===== src/assert_macros.svh =====
// assertion helpers shared by the rtl files
`ifndef ASSERT_MACROS_SVH
`define ASSERT_MACROS_SVH

`ifndef SYNTHESIS
`define SLGC_ASSERT(lbl, clk, rst_n, prop) \
    lbl: assert property (@(posedge clk) disable iff (!rst_n) prop) \
        else $error("slgc assertion failed");
`define SLGC_ASSERT_NR(lbl, clk, prop) \
    lbl: assert property (@(posedge clk) prop) \
        else $error("slgc assertion failed");
`else
`define SLGC_ASSERT(lbl, clk, rst_n, prop)
`define SLGC_ASSERT_NR(lbl, clk, prop)
`endif

`endif


===== src/slgc_pkg.sv =====
package slgc_pkg;

    localparam int MAX_TAGS  = 64;
    localparam int LINE_BITS = 24;
    localparam int TAG_W     = $clog2(MAX_TAGS + 1);
    localparam int ADDR_W    = $clog2(MAX_TAGS);
    localparam int COL_W     = 6;
    localparam int FUNC_W    = 4;
    localparam int EV_W      = 4;
    localparam int CODE_W    = 4;
    localparam int KIND_W    = 3;
    localparam int VT_W      = 24;
    localparam int NSLOT     = 3;

    localparam logic [VT_W-1:0] VT_MAX = '1;

    // token kinds
    localparam logic [FUNC_W-1:0] FN_END    = 4'd0;
    localparam logic [FUNC_W-1:0] FN_LEXERR = 4'd1;
    localparam logic [FUNC_W-1:0] FN_COMM   = 4'd2;
    localparam logic [FUNC_W-1:0] FN_DATA   = 4'd3;
    localparam logic [FUNC_W-1:0] FN_LOOP   = 4'd4;
    localparam logic [FUNC_W-1:0] FN_STOP   = 4'd5;
    localparam logic [FUNC_W-1:0] FN_TAG    = 4'd6;
    localparam logic [FUNC_W-1:0] FN_VAL_SQ = 4'd7;
    localparam logic [FUNC_W-1:0] FN_VAL_DQ = 4'd8;
    localparam logic [FUNC_W-1:0] FN_VAL_SC = 4'd9;
    localparam logic [FUNC_W-1:0] FN_VAL_FC = 4'd10;
    localparam logic [FUNC_W-1:0] FN_VAL_BV = 4'd11;

    // event kinds
    localparam logic [EV_W-1:0] EV_COMMENT   = 4'd0;
    localparam logic [EV_W-1:0] EV_STARTDATA = 4'd1;
    localparam logic [EV_W-1:0] EV_ENDDATA   = 4'd2;
    localparam logic [EV_W-1:0] EV_STARTLOOP = 4'd3;
    localparam logic [EV_W-1:0] EV_ENDLOOP   = 4'd4;
    localparam logic [EV_W-1:0] EV_VALUE     = 4'd5;
    localparam logic [EV_W-1:0] EV_ERROR     = 4'd6;
    localparam logic [EV_W-1:0] EV_WARNING   = 4'd7;
    localparam logic [EV_W-1:0] EV_FATAL     = 4'd8;

    // diagnostics
    localparam logic [CODE_W-1:0] DG_NONE       = 4'd0;
    localparam logic [CODE_W-1:0] DG_FILE_LOOP  = 4'd1;
    localparam logic [CODE_W-1:0] DG_FILE_STOP  = 4'd2;
    localparam logic [CODE_W-1:0] DG_FILE_TAG   = 4'd3;
    localparam logic [CODE_W-1:0] DG_FILE_VAL   = 4'd4;
    localparam logic [CODE_W-1:0] DG_DATA_AGAIN = 4'd5;
    localparam logic [CODE_W-1:0] DG_VAL_EXP    = 4'd6;
    localparam logic [CODE_W-1:0] DG_NO_TAGS    = 4'd7;
    localparam logic [CODE_W-1:0] DG_VAL_UNEXP  = 4'd8;
    localparam logic [CODE_W-1:0] DG_NO_VALS    = 4'd9;
    localparam logic [CODE_W-1:0] DG_TAG_OVF    = 4'd10;
    localparam logic [CODE_W-1:0] DG_KEYWORD    = 4'd11;
    localparam logic [CODE_W-1:0] DG_COUNT      = 4'd12;
    localparam logic [CODE_W-1:0] DG_BAD_KIND   = 4'd13;

    typedef struct packed {
        logic [EV_W-1:0]      ev;
        logic [CODE_W-1:0]    code;
        logic [LINE_BITS-1:0] line;
    } t_slot;

    // events of one token, value event always in the last filled slot
    typedef struct packed {
        logic [1:0]             cnt;
        t_slot [NSLOT-1:0]      slot;
        logic [COL_W-1:0]       col;
        logic                   looped;
        logic [KIND_W-1:0]      kind;
        logic                   tl_mem;
        logic [LINE_BITS-1:0]   tl_fix;
    } t_desc;

endpackage


===== src/slgc_ram.sv =====
module slgc_ram #(
    parameter int WIDTH = 24,
    parameter int DEPTH = 64
) (
    input  logic                     i_clk,
    input  logic                     i_wr_en,
    input  logic [$clog2(DEPTH)-1:0] i_wr_addr,
    input  logic [WIDTH-1:0]         i_wr_data,
    input  logic                     i_rd_en,
    input  logic [$clog2(DEPTH)-1:0] i_rd_addr,
    output logic [WIDTH-1:0]         o_rd_data
);

    logic [WIDTH-1:0] r_mem [DEPTH];
    logic [WIDTH-1:0] r_rd_data;

    always_ff @(posedge i_clk) begin
        if (i_wr_en) begin
            r_mem[i_wr_addr] <= i_wr_data;
        end
        if (i_rd_en) begin
            r_rd_data <= r_mem[i_rd_addr];
        end
    end

    assign o_rd_data = r_rd_data;

endmodule


===== src/slgc_track.sv =====
`include "assert_macros.svh"

module slgc_track
    import slgc_pkg::*;
(
    input  logic                 i_clk,
    input  logic                 i_rst_n,
    input  logic                 i_take,
    input  logic [FUNC_W-1:0]    i_func,
    input  logic [LINE_BITS-1:0] i_line,
    input  logic                 i_kw,
    output t_desc                o_desc,
    output logic                 o_wr_en,
    output logic [ADDR_W-1:0]    o_wr_addr,
    output logic [LINE_BITS-1:0] o_wr_data,
    output logic                 o_rd_en,
    output logic [ADDR_W-1:0]    o_rd_addr
);

    logic                 r_block, n_block;
    logic                 r_halted, n_halted;
    logic                 r_loop, n_loop;
    logic                 r_header, n_header;
    logic                 r_pending, n_pending;
    logic [TAG_W-1:0]     r_tt, n_tt;
    logic [VT_W-1:0]      r_vt, n_vt;
    logic [TAG_W-1:0]     r_rem, n_rem;
    logic [TAG_W-1:0]     r_next_col, n_next_col;
    logic                 r_row_vld, n_row_vld;
    logic [LINE_BITS-1:0] r_row, n_row;
    logic                 r_wrap_vld, n_wrap_vld;
    logic [LINE_BITS-1:0] r_wrap, n_wrap;
    logic [LINE_BITS-1:0] r_free_line, n_free_line;

    logic [NSLOT-1:0]     c_en;
    logic [EV_W-1:0]      c_ev   [NSLOT];
    logic [CODE_W-1:0]    c_code [NSLOT];
    logic [LINE_BITS-1:0] c_line [NSLOT];
    logic                 do_close;
    logic                 wr_req, rd_req;
    logic [TAG_W-1:0]     new_col, rem_inc;
    logic [1:0]           k;
    t_desc                d;

    assign new_col = (r_next_col >= r_tt) ? '0 : r_next_col;
    assign rem_inc = r_rem + TAG_W'(1);

    always_comb begin
        n_block     = r_block;
        n_halted    = r_halted;
        n_loop      = r_loop;
        n_header    = r_header;
        n_pending   = r_pending;
        n_tt        = r_tt;
        n_vt        = r_vt;
        n_rem       = r_rem;
        n_next_col  = r_next_col;
        n_row_vld   = r_row_vld;
        n_row       = r_row;
        n_wrap_vld  = r_wrap_vld;
        n_wrap      = r_wrap;
        n_free_line = r_free_line;
        c_en        = '0;
        for (int i = 0; i < NSLOT; i++) begin
            c_ev[i]   = EV_ERROR;
            c_code[i] = DG_NONE;
            c_line[i] = i_line;
        end
        do_close = 1'b0;
        wr_req   = 1'b0;
        rd_req   = 1'b0;
        d        = '0;

        if (!r_halted) begin
            if (i_func == FN_END) begin
                c_en[2]  = 1'b1;
                c_ev[2]  = EV_ENDDATA;
                n_halted = 1'b1;
            end else if (i_func == FN_LEXERR) begin
                c_en[2]  = 1'b1;
                c_ev[2]  = EV_FATAL;
                n_halted = 1'b1;
            end else if (i_func == FN_COMM) begin
                c_en[2] = 1'b1;
                c_ev[2] = EV_COMMENT;
            end else if (!r_block) begin
                c_en[2] = 1'b1;
                if (i_func == FN_DATA) begin
                    c_ev[2]    = EV_STARTDATA;
                    n_block    = 1'b1;
                    n_loop     = 1'b0;
                    n_header   = 1'b1;
                    n_pending  = 1'b0;
                    n_vt       = '0;
                    n_rem      = '0;
                    n_next_col = '0;
                    n_row_vld  = 1'b0;
                    n_wrap_vld = 1'b0;
                end else begin
                    case (i_func)
                        FN_LOOP:   c_code[2] = DG_FILE_LOOP;
                        FN_STOP:   c_code[2] = DG_FILE_STOP;
                        FN_TAG:    c_code[2] = DG_FILE_TAG;
                        FN_VAL_SQ, FN_VAL_DQ, FN_VAL_SC, FN_VAL_FC, FN_VAL_BV:
                            c_code[2] = DG_FILE_VAL;
                        default:   c_code[2] = DG_BAD_KIND;
                    endcase
                end
            end else if (i_func == FN_LOOP) begin
                c_en[0]    = r_pending;
                c_code[0]  = DG_VAL_EXP;
                c_en[2]    = 1'b1;
                c_ev[2]    = EV_STARTLOOP;
                n_vt       = '0;
                n_rem      = '0;
                n_next_col = '0;
                n_row_vld  = 1'b0;
                n_wrap_vld = 1'b0;
                n_loop     = 1'b1;
                n_header   = 1'b1;
                n_tt       = '0;
            end else if (i_func == FN_STOP) begin
                n_loop   = 1'b0;
                do_close = 1'b1;
            end else if (i_func == FN_TAG) begin
                n_free_line = i_line;
                if (r_loop) begin
                    if (r_header) begin
                        if (r_tt < TAG_W'(MAX_TAGS)) begin
                            wr_req = 1'b1;
                            n_tt   = r_tt + TAG_W'(1);
                        end else begin
                            c_en[2]   = 1'b1;
                            c_code[2] = DG_TAG_OVF;
                        end
                    end else begin
                        n_loop    = 1'b0;
                        do_close  = 1'b1;
                        n_pending = 1'b1;
                    end
                end else begin
                    c_en[2]   = r_pending;
                    c_code[2] = DG_VAL_EXP;
                    n_pending = 1'b1;
                end
            end else if (i_func >= FN_VAL_SQ && i_func <= FN_VAL_BV) begin
                if (r_loop) begin
                    c_en[0]    = (r_tt == '0);
                    c_code[0]  = DG_NO_TAGS;
                    n_header   = 1'b0;
                    if (r_vt != VT_MAX) begin
                        n_vt  = r_vt + VT_W'(1);
                        n_rem = (rem_inc == r_tt) ? '0 : rem_inc;
                    end
                    n_next_col = new_col + TAG_W'(1);
                    if (r_next_col >= r_tt && (!r_row_vld || r_row < i_line)) begin
                        if (!r_wrap_vld) begin
                            n_wrap_vld = 1'b1;
                            n_wrap     = i_line;
                        end
                        n_row_vld = 1'b1;
                        n_row     = i_line;
                    end
                    d.col    = new_col[COL_W-1:0];
                    d.looped = 1'b1;
                    d.tl_mem = (r_tt != '0);
                    rd_req   = (r_tt != '0);
                end else begin
                    c_en[0]   = !r_pending;
                    c_code[0] = DG_VAL_UNEXP;
                    n_pending = 1'b0;
                    d.tl_fix  = r_free_line;
                end
                c_en[1]   = i_kw;
                c_ev[1]   = EV_WARNING;
                c_code[1] = DG_KEYWORD;
                c_en[2]   = 1'b1;
                c_ev[2]   = EV_VALUE;
                d.kind    = KIND_W'(i_func - FN_VAL_SQ);
            end else begin
                c_en[2]   = 1'b1;
                c_code[2] = (i_func == FN_DATA) ? DG_DATA_AGAIN : DG_BAD_KIND;
            end

            if (do_close) begin
                c_en[0]   = (r_vt == '0);
                c_code[0] = DG_NO_VALS;
                c_en[1]   = (r_tt != '0) && (r_rem != '0);
                c_ev[1]   = EV_WARNING;
                c_code[1] = DG_COUNT;
                c_line[1] = r_wrap_vld ? r_wrap : i_line;
                c_en[2]   = 1'b1;
                c_ev[2]   = EV_ENDLOOP;
            end
        end

        // pack enabled events in order
        k = '0;
        for (int i = 0; i < NSLOT; i++) begin
            if (c_en[i]) begin
                d.slot[k].ev   = c_ev[i];
                d.slot[k].code = c_code[i];
                d.slot[k].line = c_line[i];
                k = k + 2'd1;
            end
        end
        d.cnt = k;
    end

    always_ff @(posedge i_clk) begin
        if (!i_rst_n) begin
            r_block     <= 1'b0;
            r_halted    <= 1'b0;
            r_loop      <= 1'b0;
            r_header    <= 1'b1;
            r_pending   <= 1'b0;
            r_tt        <= '0;
            r_vt        <= '0;
            r_rem       <= '0;
            r_next_col  <= '0;
            r_row_vld   <= 1'b0;
            r_wrap_vld  <= 1'b0;
            r_free_line <= '0;
        end else if (i_take) begin
            r_block     <= n_block;
            r_halted    <= n_halted;
            r_loop      <= n_loop;
            r_header    <= n_header;
            r_pending   <= n_pending;
            r_tt        <= n_tt;
            r_vt        <= n_vt;
            r_rem       <= n_rem;
            r_next_col  <= n_next_col;
            r_row_vld   <= n_row_vld;
            r_wrap_vld  <= n_wrap_vld;
            r_free_line <= n_free_line;
        end
    end

    always_ff @(posedge i_clk) begin
        if (i_take) begin
            r_row  <= n_row;
            r_wrap <= n_wrap;
        end
    end

    // a tag line is written one token before any value can read it
    assign o_desc    = d;
    assign o_wr_en   = i_take && wr_req;
    assign o_wr_addr = r_tt[ADDR_W-1:0];
    assign o_wr_data = i_line;
    assign o_rd_en   = i_take && rd_req;
    assign o_rd_addr = new_col[ADDR_W-1:0];

    `SLGC_ASSERT(a_halt_sticks, i_clk, i_rst_n, r_halted |=> r_halted)
    `SLGC_ASSERT(a_tag_bound, i_clk, i_rst_n, (r_tt <= TAG_W'(MAX_TAGS)) && (r_next_col <= TAG_W'(MAX_TAGS)))

endmodule


===== src/slgc_emit.sv =====
`include "assert_macros.svh"

module slgc_emit
    import slgc_pkg::*;
(
    input  logic                 i_clk,
    input  logic                 i_rst_n,
    input  logic                 i_take,
    input  t_desc                i_desc,
    input  logic [LINE_BITS-1:0] i_rd_data,
    input  logic                 i_m_ready,
    output logic                 o_ready,
    output logic                 o_m_valid,
    output logic [EV_W-1:0]      o_m_ev,
    output logic [CODE_W-1:0]    o_m_code,
    output logic [LINE_BITS-1:0] o_m_line,
    output logic [COL_W-1:0]     o_m_col,
    output logic [LINE_BITS-1:0] o_m_tag_line,
    output logic                 o_m_looped,
    output logic [KIND_W-1:0]    o_m_kind,
    output logic                 o_m_last
);

    logic                 r_b_valid;
    t_desc                r_b;
    logic [1:0]           r_idx;
    logic                 r_m_valid;
    logic [EV_W-1:0]      r_m_ev;
    logic [CODE_W-1:0]    r_m_code;
    logic [LINE_BITS-1:0] r_m_line;
    logic [COL_W-1:0]     r_m_col;
    logic [LINE_BITS-1:0] r_m_tag_line;
    logic                 r_m_looped;
    logic [KIND_W-1:0]    r_m_kind;
    logic                 r_m_last;

    logic  out_load, send, is_final, b_done, is_val;
    t_slot cur;

    assign out_load = !r_m_valid || i_m_ready;
    assign send     = r_b_valid && out_load;
    assign is_final = (r_idx == r_b.cnt - 2'd1);
    assign b_done   = send && is_final;
    assign o_ready  = !r_b_valid || b_done;
    assign cur      = r_b.slot[r_idx];
    assign is_val   = (cur.ev == EV_VALUE);

    always_ff @(posedge i_clk) begin
        if (!i_rst_n) begin
            r_b_valid <= 1'b0;
            r_idx     <= '0;
            r_m_valid <= 1'b0;
        end else begin
            if (i_take && i_desc.cnt != '0) begin
                r_b_valid <= 1'b1;
                r_idx     <= '0;
            end else if (b_done) begin
                r_b_valid <= 1'b0;
            end else if (send) begin
                r_idx <= r_idx + 2'd1;
            end
            if (send) begin
                r_m_valid <= 1'b1;
            end else if (i_m_ready) begin
                r_m_valid <= 1'b0;
            end
        end
    end

    always_ff @(posedge i_clk) begin
        if (i_take) begin
            r_b <= i_desc;
        end
        if (send) begin
            r_m_ev       <= cur.ev;
            r_m_code     <= cur.code;
            r_m_line     <= cur.line;
            r_m_col      <= is_val ? r_b.col : '0;
            r_m_tag_line <= !is_val ? '0 : (r_b.tl_mem ? i_rd_data : r_b.tl_fix);
            r_m_looped   <= is_val && r_b.looped;
            r_m_kind     <= is_val ? r_b.kind : '0;
            r_m_last     <= is_final;
        end
    end

    assign o_m_valid    = r_m_valid;
    assign o_m_ev       = r_m_ev;
    assign o_m_code     = r_m_code;
    assign o_m_line     = r_m_line;
    assign o_m_col      = r_m_col;
    assign o_m_tag_line = r_m_tag_line;
    assign o_m_looped   = r_m_looped;
    assign o_m_kind     = r_m_kind;
    assign o_m_last     = r_m_last;

    `SLGC_ASSERT(a_idx_in_range, i_clk, i_rst_n, r_b_valid |-> (r_b.cnt != '0 && r_idx < r_b.cnt))
    `SLGC_ASSERT(a_no_overwrite, i_clk, i_rst_n, (i_take && r_b_valid) |-> b_done)
    `SLGC_ASSERT(a_value_final, i_clk, i_rst_n, (r_m_valid && r_m_ev == EV_VALUE) |-> r_m_last)

endmodule


===== src/star_loop_grammar_checker_core.sv =====
// star/cif loop grammar checker
// input stream: one classified token per word. s_axis_tdata carries the source
// line, s_axis_tuser the token kind and the keyword flag.
// output stream: one event per word, up to three per token; m_axis_tlast marks
// the final event of a token. tokens after end of input or a lexer error are
// accepted and give no event.
// path: the tag line memory read and the event stage load on the edge that
// accepts a token; the first event of the token then passes from the event
// stage into the output register.
// throughput: one token per cycle while each token gives one event and the
// receiver is ready; a token with more events holds the single event stage,
// which feeds the output register, until its last event is sent.
// reset (synchronous, i_rst_n low) returns to file level with no loop open
// and clears the counters; the tag line memory is not cleared.
// when the receiver stalls the output register holds its word, the event
// stage keeps one more token, and s_axis_tready falls once that token cannot
// finish in the current cycle.
module star_loop_grammar_checker_core
    import slgc_pkg::*;
(
    input  logic        i_clk,
    input  logic        i_rst_n,
    input  logic        s_axis_tvalid,
    output logic        s_axis_tready,
    input  logic [23:0] s_axis_tdata,  // src_line
    input  logic [4:0]  s_axis_tuser,  // func, keyword_seen
    output logic        m_axis_tvalid,
    input  logic        m_axis_tready,
    output logic [63:0] m_axis_tdata,  // code, event_line, column, tag_line, zero pad
    output logic [7:0]  m_axis_tuser,  // event_res, looped, value_kind
    output logic        m_axis_tlast
);

    logic                 take;
    logic                 ready;
    t_desc                desc;
    logic                 wr_en, rd_en;
    logic [ADDR_W-1:0]    wr_addr, rd_addr;
    logic [LINE_BITS-1:0] wr_data, rd_data;
    logic [EV_W-1:0]      m_ev;
    logic [CODE_W-1:0]    m_code;
    logic [LINE_BITS-1:0] m_line;
    logic [COL_W-1:0]     m_col;
    logic [LINE_BITS-1:0] m_tag_line;
    logic                 m_looped;
    logic [KIND_W-1:0]    m_kind;

    assign take          = s_axis_tvalid && ready;
    assign s_axis_tready = ready;

    slgc_track u_track (
        .i_clk     (i_clk),
        .i_rst_n   (i_rst_n),
        .i_take    (take),
        .i_func    (s_axis_tuser[3:0]),
        .i_line    (s_axis_tdata),
        .i_kw      (s_axis_tuser[4]),
        .o_desc    (desc),
        .o_wr_en   (wr_en),
        .o_wr_addr (wr_addr),
        .o_wr_data (wr_data),
        .o_rd_en   (rd_en),
        .o_rd_addr (rd_addr)
    );

    slgc_ram #(
        .WIDTH (LINE_BITS),
        .DEPTH (MAX_TAGS)
    ) u_tag_ram (
        .i_clk     (i_clk),
        .i_wr_en   (wr_en),
        .i_wr_addr (wr_addr),
        .i_wr_data (wr_data),
        .i_rd_en   (rd_en),
        .i_rd_addr (rd_addr),
        .o_rd_data (rd_data)
    );

    slgc_emit u_emit (
        .i_clk        (i_clk),
        .i_rst_n      (i_rst_n),
        .i_take       (take),
        .i_desc       (desc),
        .i_rd_data    (rd_data),
        .i_m_ready    (m_axis_tready),
        .o_ready      (ready),
        .o_m_valid    (m_axis_tvalid),
        .o_m_ev       (m_ev),
        .o_m_code     (m_code),
        .o_m_line     (m_line),
        .o_m_col      (m_col),
        .o_m_tag_line (m_tag_line),
        .o_m_looped   (m_looped),
        .o_m_kind     (m_kind),
        .o_m_last     (m_axis_tlast)
    );

    assign m_axis_tdata = {6'd0, m_tag_line, m_col, m_line, m_code};
    assign m_axis_tuser = {m_kind, m_looped, m_ev};

endmodule


===== config.mk =====
export PLATFORM = sky130hd
export DESIGN_NAME = star_loop_grammar_checker_core
export DESIGN_NICKNAME = d
export VERILOG_FILES = /design/src/slgc_pkg.sv /design/src/slgc_ram.sv /design/src/slgc_track.sv /design/src/slgc_emit.sv /design/src/star_loop_grammar_checker_core.sv
export VERILOG_INCLUDE_DIRS = /design/src /design/src/src
export SDC_FILE = /design/constraint.sdc
export NUM_CORES = 2
export LEC_CHECK = 0
export BUFFER_PORTS_ARGS = -buffer_cell sky130_fd_sc_hd__clkbuf_2
export CORE_UTILIZATION = 30
export DETAILED_ROUTE_END_ITERATION = 8
export GPL_ROUTABILITY_DRIVEN = 0
export PLACE_DENSITY = 0.52
export RECOVER_POWER = 100
export SYNTH_ARGS = -nofsm -noshare
export SYNTH_HDL_FRONTEND = slang
export SYNTH_HIERARCHICAL = 1
export SYNTH_SLANG_ARGS = --single-unit

===== constraint.sdc =====
create_clock -name i_clk -period 24.6 [get_ports i_clk]
set_clock_uncertainty 0.1 [all_clocks]
set_input_delay 7.38 -clock i_clk [delete_from_list [all_inputs] [get_ports i_clk]]
set_output_delay 7.38 -clock i_clk [all_outputs]
set_load 0.05 [all_outputs]

==> metrics list <==
- The flow ran to the end, but the final reports show violations.
- The final reports fail on capacitance limit, slew limit.
- STA classifies the critical path endpoint as an output port.
- Via count of the first global-routing pass: 38.59k
- The critical path in this run is classified as primary input to output port.
- Via density per instance: 5.058
- CTS Hold Buffers Added: 0
- The synthesized design contains about 1.9k register bits.
- Dividing the final minimum period by the clock period gives 64.22%.
- Crit-path max FO: 4
* Area taken by flip-flops and latches: 55870 µm²
* Leftover overflow at the end of global routing: 0
- In this run, distinct cell masters in the synthesized netlist total 92.
* Layout Cells excl Fill: 7752
* Multi-input combinational cell area: 17990 µm²
- Die span in y: between 500 and 600 µm
* Cell area after synthesis: 75650 µm²
- Post-CTS repair changed the size of 0 cells.
* Insertion delay of the later-clocked pin in the worst-skew pair: 820 ps
- Detailed routing inserted a total of 39.21k vias.
- The first TritonRoute pass finished after 8 iterations.
- Pwr Density: 76.14 nW/µm²
- Min-Delay Path Class: flip-flop to flip-flop
- The number of placed instances, taps included, is 7382.
- Final Total Pwr: roughly 6.5 mW
- Data on the critical path arrives at its endpoint at 8320 ps.
* Final Util: 34.24%
- Entering global routing, the biggest net connects 98 pins.
* Share of final-layout standard cells stronger than drive strength 1: 19.16%
* CTS tree: done
* Overall track demand over capacity in global routing: 15.30%
- Share of flip-flops with an asynchronous set or reset after synthesis: 0%
- Before CTS, the worst setup slack after placement is just under 9000 ps.
- Per report_power, the sequential group accounts for 54.8% of the total.
* Floorplan die area: 254200 µm²
* Max capacitance violation total: 99
* Critical Path RT: 17120 ps
* F_max: 0.06329 GHz
* Clock transition at the registers of the reported paths: approximately 60 ps
- Post-DR wirelength/cell: 25.51 µm
- Combinational logic is responsible for under 10% of the overall power.
- Row count: 183
- The detail route stage leaves a number of antenna-violating nets equal to 0.
- Number of remaining DRC errors: 0
* Cells traversed along the worst timing path: clkbuf_2, nor2b_1, o21ai_0, clkbuf_1
- Number of fillers in the final layout: between 20k and 25k
- The analysis attributes to cell leakage a power of 25.46 nW.
- Maximum cell stage delay along the critical path: 510 ps
- Clk Tree Root Cell: clkbuf_16
* Nets: 4328
* Crit path time final: 15800 ps
- The number of hold violations in the final report came to 0.
* H-tree Lvls: 4
* CTS buffer count: 195
- Detailed placement finished with a half-perimeter wire length of ~120000 µm.
* Post-CTS repair timing setup buffer count: 0
* CP Buf/Inv Count: 2
- Initial standard-cell utilization of the core: 30.31%
* Net Switching: 1.383 mW
- Startpoint type of the worst setup path: primary input
- Portion of the post-synthesis area used by sequential elements: 73.86%
- Yosys printed 6 warnings.
- Of the total power, the clock network draws approximately 43%.
- Top library cells by usage in the layout, fill and taps aside: edfxtp_1, mux4_2, clkbuf_1, nand2_1, clkbuf_16
- Worst-margin pin slew: 7964 ps
- The count of buffers added on input and output ports is 101.
- Drt first-iter violations: around 4.2k
- I/O Pins: 108
- Sum Neg Setup Slack: 0 ps
* Horiz. Die Dim: roughly 500 µm
- In this run switching power makes up 21.26% of total power.
- Final setup violation count: 0
- Setup repair after global routing missed its margin: false
- Measured against its own limit, the worst slew margin works out to -430.9%.
- The most used flip-flop cell after synthesis is edfxtp_1.
- The synthesized design contains 1808 enable-type register cells.
* Cell count after synthesis: 4069
* Cell-internal power: 5.124 mW
- For this design, the sink count on the clock tree is approximately 1.9k.
- Among all stages on the critical path, the largest delay is contributed by clkbuf_1.
- The total count of max-transition violations in the final report was 3673.
- Synthesized area divided by synthesized cell count: 18.59 µm²
* Placeable core area: 249600 µm²
- The library cell used most frequently in the layout, excluding fill and tap cells, is edfxtp_1.
- Across the VDD grid, the largest voltage drop is roughly 0.074 mV.
- Setup slack closes at 8801 ps.
- The number of antenna violations at the first check in global routing was 8.
* Area growth from synthesis to layout: 12.98%
- Wire length of the first global-routing pass: 284700 µm
* Total wire length: approximately 200000 µm
* CTS Buffer Depth: 3
- CP top delay family: buffers and inverters
==> state kept, by name, indices dropped and copies added, names as in the netlist, 2 cells and up <==
signal / cells
u_emit/r_idx: 2
u_emit/o_m_code: 4
u_track/r_free_line: 24
u_emit/o_m_ev: 4
u_emit/o_m_kind: 3
u_emit/o_m_tag_line: 24
u_emit/o_m_col: 6
u_track/r_tt: 7
u_track/r_rem: 7
u_track/r_vt: 24
u_tag_ram/o_rd_data: 24
u_emit/o_m_line: 24
u_track/r_wrap: 24
u_tag_ram/r_mem: 1536
u_track/r_next_col: 7
u_track/r_row: 24
u_emit/r_b: 133
==> path summary, 6_finish.rpt <==
| kind | start | end | slack [ps] | cells after the start |
|---|---|---|---|---|
| min | u_track/r_free_line[21]$_SDFFE_PN0P_ | u_track/r_free_line[21]$_SDFFE_PN0P_ | 350 | 2 |
| min reg2reg | u_track/r_free_line[21]$_SDFFE_PN0P_ | u_track/r_free_line[21]$_SDFFE_PN0P_ | 350 | 2 |
| max | m_axis_tready | s_axis_tready | 8800 | 4 |
| max reg2reg | u_track/r_tt[5]$_SDFFE_PN0P_ | u_tag_ram/o_rd_data[0]$_DFFE_PP_ | 9760 | 14 |
==> tightest hold or removal path: cells and delay by family, from the launching register on <==
family	cells	cell delay [ps]
compound gates	1	50
flops	1	300
simple gates	1	50
==> routing by layer <==
| layer | vias up | track usage (%) | wire length (µm) |
|---|---|---|---|
| met3 | 265 | 2.366 | 12670 |
| met2 | 1323 | 23.78 | 92350 |
| li1 | 16720 | - | - |
| met4 | 0 | 4.286 | 5194 |
| met5 | - | 0 | 0 |
| met1 | 20900 | 22.12 | 87560 |
==> final cells by class <==
type                    instances  share of cell area [%]
well taps                    3330                   4.875
multi-input cells            1847                   21.05
inverters                      72                  0.3162
repair buffers                246                   1.345
clock buffers                 251                   6.074
clock inverters               108                  0.9326
flip-flops and latches       1887                   65.38
diodes                         11                 0.03221
==> power groups by stage <==
stage / Combinational [mW] / Sequential [mW] / Clock [mW]
after global placement: 0.168 / 3.62 / 0
after CTS: 0.172 / 3.55 / 2.85
after detailed placement: 0.171 / 3.62 / 0
after global routing: 0.175 / 3.56 / 2.97
final: 0.162 / 3.56 / 2.78
after floorplan: 0.0746 / 3.65 / 0
==> through the flow <==
step | area, µm² | hold slack, ps
after floorplan | 75670 | 331.7
after global placement | 80170 | 337.0
after detailed placement | 80170 | 342.9
after CTS | 86160 | 351.5
after global routing | 85440 | 367.1
final | 85460 | 350.9
==> synthesized netlist by cell type (31+ instances only) <==
| master | number | share of area (%) |
|---|---|---|
| mux2_2 | 49 | 0.73 |
| inv_1 | 71 | 0.35 |
| mux4_2 | 374 | 11 |
| a21oi_1 | 74 | 0.49 |
| dfxtp_1 | 79 | 2.1 |
| nand2_1 | 217 | 1.1 |
| nand2b_1 | 42 | 0.35 |
| nor4_1 | 31 | 0.26 |
| nor2_1 | 233 | 1.2 |
| nor2b_1 | 35 | 0.29 |
| a211oi_1 | 34 | 0.34 |
| nand3_1 | 41 | 0.27 |
| ha_1 | 46 | 0.76 |
| edfxtp_1 | 1808 | 72 |
| o21ai_0 | 117 | 0.77 |
| buf_4 | 80 | 0.79 |
| o22ai_1 | 68 | 0.56 |
| clkbuf_1 | 100 | 0.50 |
| buf_2 | 56 | 0.37 |
| and2_1 | 38 | 0.31 |
| xnor2_1 | 35 | 0.41 |
| mux2i_1 | 64 | 0.85 |
==> cells by family (layout without fill, tap and decap cells) <==
| family | after synthesis | in the layout | synth area share [%] |
|---|---|---|---|
| AO/OA/AOI/OAI | 474 | 474 | 4.247 |
| XOR/XNOR | 40 | 40 | 0.4631 |
| adder cells (fa/ha/maj) | 46 | 46 | 0.7608 |
| buffers and inverters | 340 | 677 | 2.469 |
| flip-flops | 1887 | 1887 | 73.86 |
| multiplexers | 497 | 497 | 13.06 |
| other | 1 | 17 | 0.004957 |
| AND/OR/NAND/NOR | 784 | 784 | 5.137 |
(Power assumes the default switching activity.)
